==> config.mk <==
export PLATFORM = sky130hd
export DESIGN_NAME = contact_neighbor_table
export DESIGN_NICKNAME = d
export VERILOG_FILES = /design/src/hw/rtl/cnt_pkg.sv /design/src/hw/rtl/cnt_cell.sv /design/src/hw/rtl/contact_neighbor_table.sv
export SDC_FILE = /design/constraint.sdc
export NUM_CORES = 2
export LEC_CHECK = 0
export BUFFER_PORTS_ARGS = -buffer_cell sky130_fd_sc_hd__clkbuf_2
export CAP_MARGIN = 0
export CORE_MARGIN = 2
export CORE_UTILIZATION = 60
export DETAILED_ROUTE_END_ITERATION = 10
export GPL_TIMING_DRIVEN = 0
export PLACE_DENSITY = 0.82
export REMOVE_ABC_BUFFERS = 1
export SLEW_MARGIN = 20
export SYNTH_ARGS = -nofsm -noshare
export SYNTH_HDL_FRONTEND = slang
export SYNTH_HIERARCHICAL = 1
export SYNTH_SLANG_ARGS = --single-unit
==> constraint.sdc <==
create_clock -name clk -period 19.6 [get_ports clk]
set_input_delay 1.96 -clock clk [delete_from_list [all_inputs] [get_ports clk]]
set_output_delay 1.96 -clock clk [all_outputs]
set_load 0.01 [all_outputs]
==> src/hw/rtl/cnt_pkg.sv <==
package cnt_pkg;

  // Field widths fixed by the interface.
  localparam int unsigned ID_W   = 16;
  localparam int unsigned TIME_W = 32;
  localparam int unsigned CFG_W  = 16;
  localparam int unsigned EV_W   = 3;
  localparam int unsigned CIDX_W = 2;

  // Default table depth and register reset values.
  localparam int unsigned TABLE_SIZE_DEF = 16;
  localparam logic [CFG_W-1:0] SPAN_MIN_RST = 16'd5;
  localparam logic [CFG_W-1:0] IDLE_MAX_RST = 16'd10;

  // Configuration register indexes.
  localparam logic [CIDX_W-1:0] CFG_SPAN_MIN = 2'd0;
  localparam logic [CIDX_W-1:0] CFG_IDLE_MAX = 2'd1;

  // Input modes.
  localparam logic MODE_SIGHT = 1'b0;
  localparam logic MODE_CHECK = 1'b1;

  // Result event codes.
  localparam logic [EV_W-1:0] EV_NONE   = 3'd0;
  localparam logic [EV_W-1:0] EV_DETECT = 3'd1;
  localparam logic [EV_W-1:0] EV_ABSENT = 3'd2;
  localparam logic [EV_W-1:0] EV_FULL   = 3'd3;
  localparam logic [EV_W-1:0] EV_DONE   = 3'd4;

  // One table entry as held by a cell.
  typedef struct packed {
    logic [ID_W-1:0]   id;
    logic [TIME_W-1:0] first_seen;
    logic [TIME_W-1:0] last_seen;
    logic              connected;
  } entry_t;

  // Commands broadcast from the sequencer to every cell.
  typedef struct packed {
    logic append;  // write a new entry at the fill position
    logic touch;   // refresh the entry that matches the sighted id
    logic shift;   // move the whole row one place toward the head
    logic keep;    // on a shift, the old head re-enters at the tail
  } cell_cmd_t;

endpackage

==> src/hw/rtl/cnt_cell.sv <==
module cnt_cell
  import cnt_pkg::*;
#(
  parameter int unsigned IDX   = 0,
  parameter int unsigned CNT_W = 5
) (
  input  logic              clk,
  input  cell_cmd_t         cmd,
  input  logic [CNT_W-1:0]  count,
  input  logic [ID_W-1:0]   peer_id,
  input  logic [TIME_W-1:0] time_now,
  input  logic [CFG_W-1:0]  span_min,
  input  entry_t            right_in,
  input  entry_t            head_in,
  output entry_t            ent,
  output logic              hit,
  output logic              det
);

  logic              occ;
  logic              at_fill;
  logic              at_tail;
  logic [TIME_W-1:0] span;

  // Position of this cell relative to the fill count.
  assign occ     = CNT_W'(IDX) < count;
  assign at_fill = CNT_W'(IDX) == count;
  assign at_tail = CNT_W'(IDX + 1) == count;

  // Match against the sighted id and check the contact span.
  assign span = time_now - ent.first_seen;
  assign hit  = occ && (ent.id == peer_id);
  assign det  = !ent.connected && (span > TIME_W'(span_min));

  // Entry storage: append, refresh, or take the neighbor's entry (at the tail, the old head on a keep).
  always_ff @(posedge clk) begin
    if (cmd.append && at_fill) begin
      ent.id         <= peer_id;
      ent.first_seen <= time_now;
      ent.last_seen  <= time_now;
      ent.connected  <= 1'b0;
    end else if (cmd.touch && hit) begin
      ent.last_seen <= time_now;
      if (det) begin
        ent.connected <= 1'b1;
      end
    end else if (cmd.shift) begin
      if (cmd.keep && at_tail) begin
        ent <= head_in;
      end else begin
        ent <= right_in;
      end
    end
  end

endmodule

==> src/hw/rtl/contact_neighbor_table.sv <==
// Channel   Direction  Handshake            Payload
// input     in         in_valid/in_ready    mode, peer_id, time_now
// result    out        out_valid/out_ready  event_res, event_id, last
// config    in         cfg_we               cfg_index, cfg_data
//
// A sighting is accepted, then the parallel id match in the cell row and the
// update follow in the sight state. A check for N stored entries is accepted,
// then the row rotates one place per cycle past the head cell, which decides
// removal, unless a removal result is stalled; the sweep then sees that the
// row is done, and the done state gives the done result.
// Reset is synchronous and clears the fill count, the sequencer and the
// result register. A stalled result holds the sequencer at the next cycle
// that has a result to emit; steps that keep an entry continue.
module contact_neighbor_table
  import cnt_pkg::*;
#(
  parameter int unsigned TABLE_SIZE = TABLE_SIZE_DEF
) (
  input  logic              clk,
  input  logic              rst,
  input  logic              in_valid,
  output logic              in_ready,
  input  logic              mode,
  input  logic [ID_W-1:0]   peer_id,
  input  logic [TIME_W-1:0] time_now,
  output logic              out_valid,
  input  logic              out_ready,
  output logic [EV_W-1:0]   event_res,
  output logic [ID_W-1:0]   event_id,
  output logic              last,
  input  logic              cfg_we,
  input  logic [CIDX_W-1:0] cfg_index,
  input  logic [CFG_W-1:0]  cfg_data
);

  localparam int unsigned CNT_W = $clog2(TABLE_SIZE + 1);

  typedef enum logic [3:0] {
    S_IDLE  = 4'b0001,
    S_SIGHT = 4'b0010,
    S_SWEEP = 4'b0100,
    S_DONE  = 4'b1000
  } state_t;

  state_t            state, state_next;
  logic [CNT_W-1:0]  count, count_next;
  logic [CNT_W-1:0]  left, left_next;
  logic [CFG_W-1:0]  span_min, idle_max;
  logic              mode_q;
  logic [ID_W-1:0]   peer_q;
  logic [TIME_W-1:0] now_q;

  entry_t            ent [TABLE_SIZE];
  entry_t            right_in [TABLE_SIZE];
  logic [TABLE_SIZE-1:0] hit, det;
  cell_cmd_t         cmd;

  logic              any_hit, any_det, stale, can_emit, emit;
  logic [EV_W-1:0]   emit_res;
  logic [ID_W-1:0]   emit_id;
  logic              emit_last;
  logic [TIME_W-1:0] idle_span;

  // Configuration registers.
  always_ff @(posedge clk) begin
    if (rst) begin
      span_min <= SPAN_MIN_RST;
      idle_max <= IDLE_MAX_RST;
    end else if (cfg_we) begin
      case (cfg_index)
        CFG_SPAN_MIN: span_min <= cfg_data;
        CFG_IDLE_MAX: idle_max <= cfg_data;
        default: ;
      endcase
    end
  end

  // Row of cells; each one hands its entry to its left neighbor on a shift.
  for (genvar i = 0; i < TABLE_SIZE; i++) begin : g_cell
    if (i == TABLE_SIZE - 1) begin : g_end
      assign right_in[i] = '0;
    end else begin : g_mid
      assign right_in[i] = ent[i+1];
    end
    cnt_cell #(
      .IDX   (i),
      .CNT_W (CNT_W)
    ) u_cell (
      .clk      (clk),
      .cmd      (cmd),
      .count    (count),
      .peer_id  (peer_q),
      .time_now (now_q),
      .span_min (span_min),
      .right_in (right_in[i]),
      .head_in  (ent[0]),
      .ent      (ent[i]),
      .hit      (hit[i]),
      .det      (det[i])
    );
  end

  assign any_hit   = |hit;
  assign any_det   = |(hit & det);
  assign idle_span = now_q - ent[0].last_seen;
  assign stale     = idle_span > TIME_W'(idle_max);
  assign can_emit  = !out_valid || out_ready;
  assign in_ready  = (state == S_IDLE);

  // Sequencer.
  always_comb begin
    state_next = state;
    count_next = count;
    left_next  = left;
    cmd        = '0;
    emit       = 1'b0;
    emit_res   = EV_NONE;
    emit_id    = peer_q;
    emit_last  = 1'b1;
    case (state)
      S_IDLE: begin
        if (in_valid) begin
          left_next  = count;
          state_next = (mode == MODE_CHECK) ? S_SWEEP : S_SIGHT;
        end
      end
      S_SIGHT: begin
        if (can_emit) begin
          emit       = 1'b1;
          cmd.touch  = 1'b1;
          state_next = S_IDLE;
          if (any_hit) begin
            emit_res = any_det ? EV_DETECT : EV_NONE;
          end else if (count >= CNT_W'(TABLE_SIZE)) begin
            emit_res = EV_FULL;
          end else begin
            cmd.append = 1'b1;
            count_next = count + CNT_W'(1);
          end
        end
      end
      S_SWEEP: begin
        if (left == '0) begin
          state_next = S_DONE;
        end else if (!stale) begin
          cmd.shift = 1'b1;
          cmd.keep  = 1'b1;
          left_next = left - CNT_W'(1);
        end else if (can_emit) begin
          emit       = 1'b1;
          emit_res   = EV_ABSENT;
          emit_id    = ent[0].id;
          emit_last  = 1'b0;
          cmd.shift  = 1'b1;
          left_next  = left - CNT_W'(1);
          count_next = count - CNT_W'(1);
        end
      end
      S_DONE: begin
        if (can_emit) begin
          emit       = 1'b1;
          emit_res   = EV_DONE;
          emit_id    = '0;
          state_next = S_IDLE;
        end
      end
      default: state_next = S_IDLE;
    endcase
  end

  // Control registers.
  always_ff @(posedge clk) begin
    if (rst) begin
      state <= S_IDLE;
      count <= '0;
      left  <= '0;
    end else begin
      state <= state_next;
      count <= count_next;
      left  <= left_next;
    end
  end

  // Latched input transaction.
  always_ff @(posedge clk) begin
    if (in_valid && in_ready) begin
      mode_q <= mode;
      peer_q <= peer_id;
      now_q  <= time_now;
    end
  end

  // Result register.
  always_ff @(posedge clk) begin
    if (rst) begin
      out_valid <= 1'b0;
    end else if (emit) begin
      out_valid <= 1'b1;
    end else if (out_ready) begin
      out_valid <= 1'b0;
    end
  end

  always_ff @(posedge clk) begin
    if (emit) begin
      event_res <= emit_res;
      event_id  <= (mode_q == MODE_CHECK && emit_res == EV_DONE) ? '0 : emit_id;
      last      <= emit_last;
    end
  end

endmodule

* Yosys cells after proc, flatten, opt, wreduce, memory -nomap -nowiden
Index checks and enable logic that the tools add are counted.
Operators by class: bitwise gates (word level) 3, eq/ne operators 83, magnitude comparators 34, reductions and logical operators 196, mux-type cells 142, add/subtract/negate cells 20
Operator list (number):
- $mux 81 | 48
- $mux 48 | 16
- $gt 32x16->1 | 17
- $sub 32x32->32 | 17
- $mux 33 | 16
- $eq 16x16->1 | 16
- $logic_and 1x1->1 | 82
- $ne 2x1->1 const B | 35
- $reduce_bool 2->1 | 35
- $reduce_and 2->1 | 33
- $mux 16 | 4
- $mux 5 | 10
- $reduce_bool 3->1 | 16
- $eq 4x5->1 const A | 8
- $lt 4x5->1 const A | 8
- $pmux 16 s2 | 1
- $reduce_or 16->1 | 2
- $mux 1 | 27
- $eq 3x5->1 const A | 4
- $lt 3x5->1 const A | 4
- $pmux 5 s2 | 2
- $logic_not 1->1 | 17
- $and 16x16->16 | 1
- $mux 2 | 8
- other kinds (31) | 51
Word-level totals: input port bits 72, logic and storage cells 554, bits in registers 1412

* Depth between registers and ports, before layout
depth in word-level cells 11, gate-level depth with buffers 26

* Hierarchy
Netlist, hierarchy kept.
By module, submodules not included:
- contact_neighbor_table | cells each 830, times used 1, area each 7364.6 sq um, sequential area each 2982.9 sq um
- cnt_cell (g_cell[13].u_cell) | cells each 792, times used 1, area each 7108.1 sq um, sequential area each 2422.3 sq um
- cnt_cell (g_cell[14].u_cell) | cells each 794, times used 1, area each 7068.0 sq um, sequential area each 2422.3 sq um
- cnt_cell (g_cell[10].u_cell) | cells each 790, times used 1, area each 6937.9 sq um, sequential area each 2422.3 sq um
- cnt_cell (g_cell[11].u_cell) | cells each 786, times used 1, area each 6934.2 sq um, sequential area each 2422.3 sq um
- cnt_cell (g_cell[0].u_cell) | cells each 774, times used 1, area each 6921.6 sq um, sequential area each 2422.3 sq um
- cnt_cell (g_cell[8].u_cell) | cells each 769, times used 1, area each 6884.1 sq um, sequential area each 2422.3 sq um
- cnt_cell (g_cell[3].u_cell) | cells each 764, times used 1, area each 6880.3 sq um, sequential area each 2422.3 sq um
- cnt_cell (g_cell[7].u_cell) | cells each 783, times used 1, area each 6880.3 sq um, sequential area each 2422.3 sq um
- cnt_cell (g_cell[2].u_cell) | cells each 776, times used 1, area each 6875.3 sq um, sequential area each 2422.3 sq um
- cnt_cell (g_cell[12].u_cell) | cells each 772, times used 1, area each 6846.6 sq um, sequential area each 2422.3 sq um
- cnt_cell (g_cell[5].u_cell) | cells each 765, times used 1, area each 6845.3 sq um, sequential area each 2422.3 sq um
- cnt_cell (g_cell[15].u_cell) | cells each 769, times used 1, area each 6831.6 sq um, sequential area each 2422.3 sq um
- cnt_cell (g_cell[6].u_cell) | cells each 762, times used 1, area each 6829.0 sq um, sequential area each 2422.3 sq um
- +3 rows

* Worst setup path after synthesis
Ideal clock, no wire load.
path type reg-to-reg, start register now_q[1], end register, netlist name g_cell[0].u_cell/ent[33], path slack 9.190 ns, data arrival time 9.883 ns, period minus slack after synthesis 10.410 ns, cell stages (with the launch flop) 20, cells stage by stage edfxtp_1 > inv_1 > fa_1 > nor2b_1 > o2111ai_1 > nand2_1 > a21o_1 > a21oi_1 > xnor2_1 > ha_1 > nand4_1 > nor4_1 > nor3_1 > nor4_1 > nand2_1 > nor4_1 > nand4_1 > a21oi_1 > inv_1 > a21boi_0
RTL lines:
- start: declaration | line contact_neighbor_table.sv:51 | logic [TIME_W-1:0] now_q;
- start signal: assignment | line contact_neighbor_table.sv:189 | now_q <= time_now;

==> metrics.csv <==
metric;value;unit
synth.distinct_cells;153;
finalMaxSlewViolations;0;
finalSetupTns;0;ps
status;completed;
area_growth;12.27;%
cap_violations;0;
drive_gt1_share;9.025;%
tightestPinTransition;1271;ps
grt-ovfl-total;0;
multi_input_area;0.07006;mm^2
first_pass_iters;9;
dp_hpwl;348.1;mm
path_common_cell;buf_2;
hold_depth;2;
die_w;446.5;um
final_area;0.1319;mm^2
regArea;0.04181;mm^2
placedCellCount;15834;
cp_slowest_cell;nor2_2;
cp-end-kind;flop;
gp_congestion;1.003;
finalHoldViolations;0;
path_class;flop to flop;
grt_pass1_vias;103228;
clockBufferDepth;3;
synthTopCellsByArea;edfxtp_1 34%, mux2i_1 12%, ha_1 8.6%;
holdWs;466.2;ps
syn_area;0.1175;mm^2
slew-limit-headroom;15.24;%
p_sw_share;30.90;%
grt_max_degree;81;
ys_ff_latch;1411;
vias;109735;
placed_area;0.1267;mm^2
power.density;61.32;mW/mm^2
clk_pin_slew_worst_paths;60;ps
p_int;0.005589;W
drc_errors;0;
synth_seq_area_share;35.53;%
holdBufCountCts;0;
stdcell_count;16134;
rows;162;
combPwrFrac;21.2;%
cp.required;20190;ps
critical-path-max-stage-delay;1220;ps
clock_sinks;1411;
cts-root-buf;clkbuf_16;
die_h;446.5;um
setup_violations;0;
avgSynthCellArea;8.918;um^2
die_area;0.1993;mm^2
start_util;60.31;%
grt_pass1_wl;662.7;mm
fmaxAchievable;0.09324;GHz
cts_tree;built;
power_frac_seq;41.8;%
min_period_over_period;54.72;%
min_period;10730;ps
ioPinCount;94;
synthFlopType;edfxtp_1;
antenna_found_initial;14;
syn_inst;13173;
vias_per_cell;6.801;
drtIter0Drc;14886;
crit_fanout;16;
fillCellCount;14752;
irDropWorstVdd;0.1063;mV
fp.coreArea;0.1948;mm^2
worst_ep_arrival_time;11320;ps
ctsResizeCount;0;
power.leakage;50.12;nW
yosysMostFrequentCell;nand2_1;
switchingPower;0.002499;W
wire_per_inst;28.39;um
cts_buffers;152;
power_frac_clock;37.0;%
ant_nets;0;
port_buffers;93;
async_flop_share;0;%
wl;458.0;mm
synth_edf_count;1348;
final_net_count;14261;
cts_setup_buffers;0;
synthTopCellsByCount;1653 x nand2_1, 1353 x mux2i_1, 1348 x edfxtp_1, 1204 x o21ai_0, 1081 x a21oi_1;
grtUsageTotal;44.53;%
finalPower;0.008087;W
hold_class;flop to flop;
reg2reg_depth;30;
rsz0062_at_grt;no;
finClkSkew;49.75;ps
start_kind;flop;
clk_latency;890;ps
cts.htree.levels;4;
synth_top_area_cell;edfxtp_1;
ys_warn_count;6;
netlist.area_leader.share;34.46;%
[power by group through the flow]
stage	Clock, W	Combinational [W]	Sequential [W]
floorplan	0	0.00101	0.00345
global placement	0	0.00130	0.00363
detailed placement	0	0.00164	0.00344
CTS	0.00299	0.00165	0.00337
global route	0.00309	0.00183	0.00337
finish	0.00299	0.00172	0.00338
[sequential cells by signal, indices dropped and copies added (netlist names)]
signal / count
event_id: 16
span_min: 16
now_q: 32
event_res: 3
out_valid: 1
last: 1
g_cell.u_cell/ent: 1296
state: 4
left: 5
peer_q: 16
idle_max: 16
count: 5
[per-layer routing]
metal | vias up | share of wire [%] | global-route usage, %
li1 | 48442 | - | -
met1 | 51830 | 36 | 56.30
met2 | 7667 | 41 | 64.66
met3 | 1782 | 14 | 13.01
met4 | 14 | 8.7 | 32.59
met5 | - | 0.022 | 0
[worst max-delay path, delay by kind of cell (launching register included)]
family                     cells  cell delay, ps
and+or+nand+nor               12            4650
DFF                            1             890
muxes                          1             250
adders and majority gates      2             610
xor gates and xnor gates       1             200
buffers and inverters         11            2680
AOI/OAI and AO/OA              3            1110
[path summary, 6_finish.rpt]
path	from	to	slack, ps
max	now_q[2]	g_cell[12].u_cell/ent[1]	8870
min	idle_max[11]	idle_max[11]	470
max reg2reg	now_q[2]	g_cell[12].u_cell/ent[1]	8870
min reg2reg	idle_max[11]	idle_max[11]	470
[through the flow]
step	setup slack, ps	util [%]
after floorplan	2150	-
after global placement	-11930	60.96
after detailed placement	9317	65.04
after CTS	9187	67.65
after global routing	8724	67.69
final	8875	67.71
[kinds of logic after synthesis]
family                   count (synthesis)  synth area share (%)
other                                    1              0.003192
multiplexers                          1368                 11.67
adder cells (fa/ha/maj)                821                 8.859
AO/OA/AOI/OAI                         3587                 18.95
XOR/XNOR                               588                 4.390
AND/OR/NAND/NOR                       3803                 15.17
flip-flops                            1411                 35.53
buffers and inverters                 1594                 5.430
[cells in the final DEF (no fill, tap or decap), drive strengths merged, types with 25 or more instances in the layout]
cell type,count
a211o,41
ha,803
inv,966
o21a,143
o21ai,1290
mux2i,1353
clkinv,55
o21bai,49
buf,503
xor2,273
a2111oi,31
a31oi,88
and2,61
and3,59
nor3b,31
a22oi,25
nor2b,82
nor4,130
nor2,849
a221oi,32
a211oi,99
and4,31
nor3,164
conb,81
nand2b,94
or3,69
clkbuf,290
o2111ai,52
nand2,1659
nand4,229
or2,40
xnor2,315
nand3,182
a21oi,1130
a21o,186
o211ai,104
a21boi,30
o31ai,30
dfxtp,63
edfxtp,1348
[area by class of cell]
cell class | count | area share [%]
multi-input cells | 10248 | 53.12
clock inverters | 85 | 0.7105
diodes | 14 | 0.02656
repair buffers | 596 | 6.084
clock buffers | 197 | 3.145
flip-flops and latches | 1411 | 31.70
inverters | 959 | 2.729
well taps | 2624 | 2.489
(Power assumes the default switching activity.)
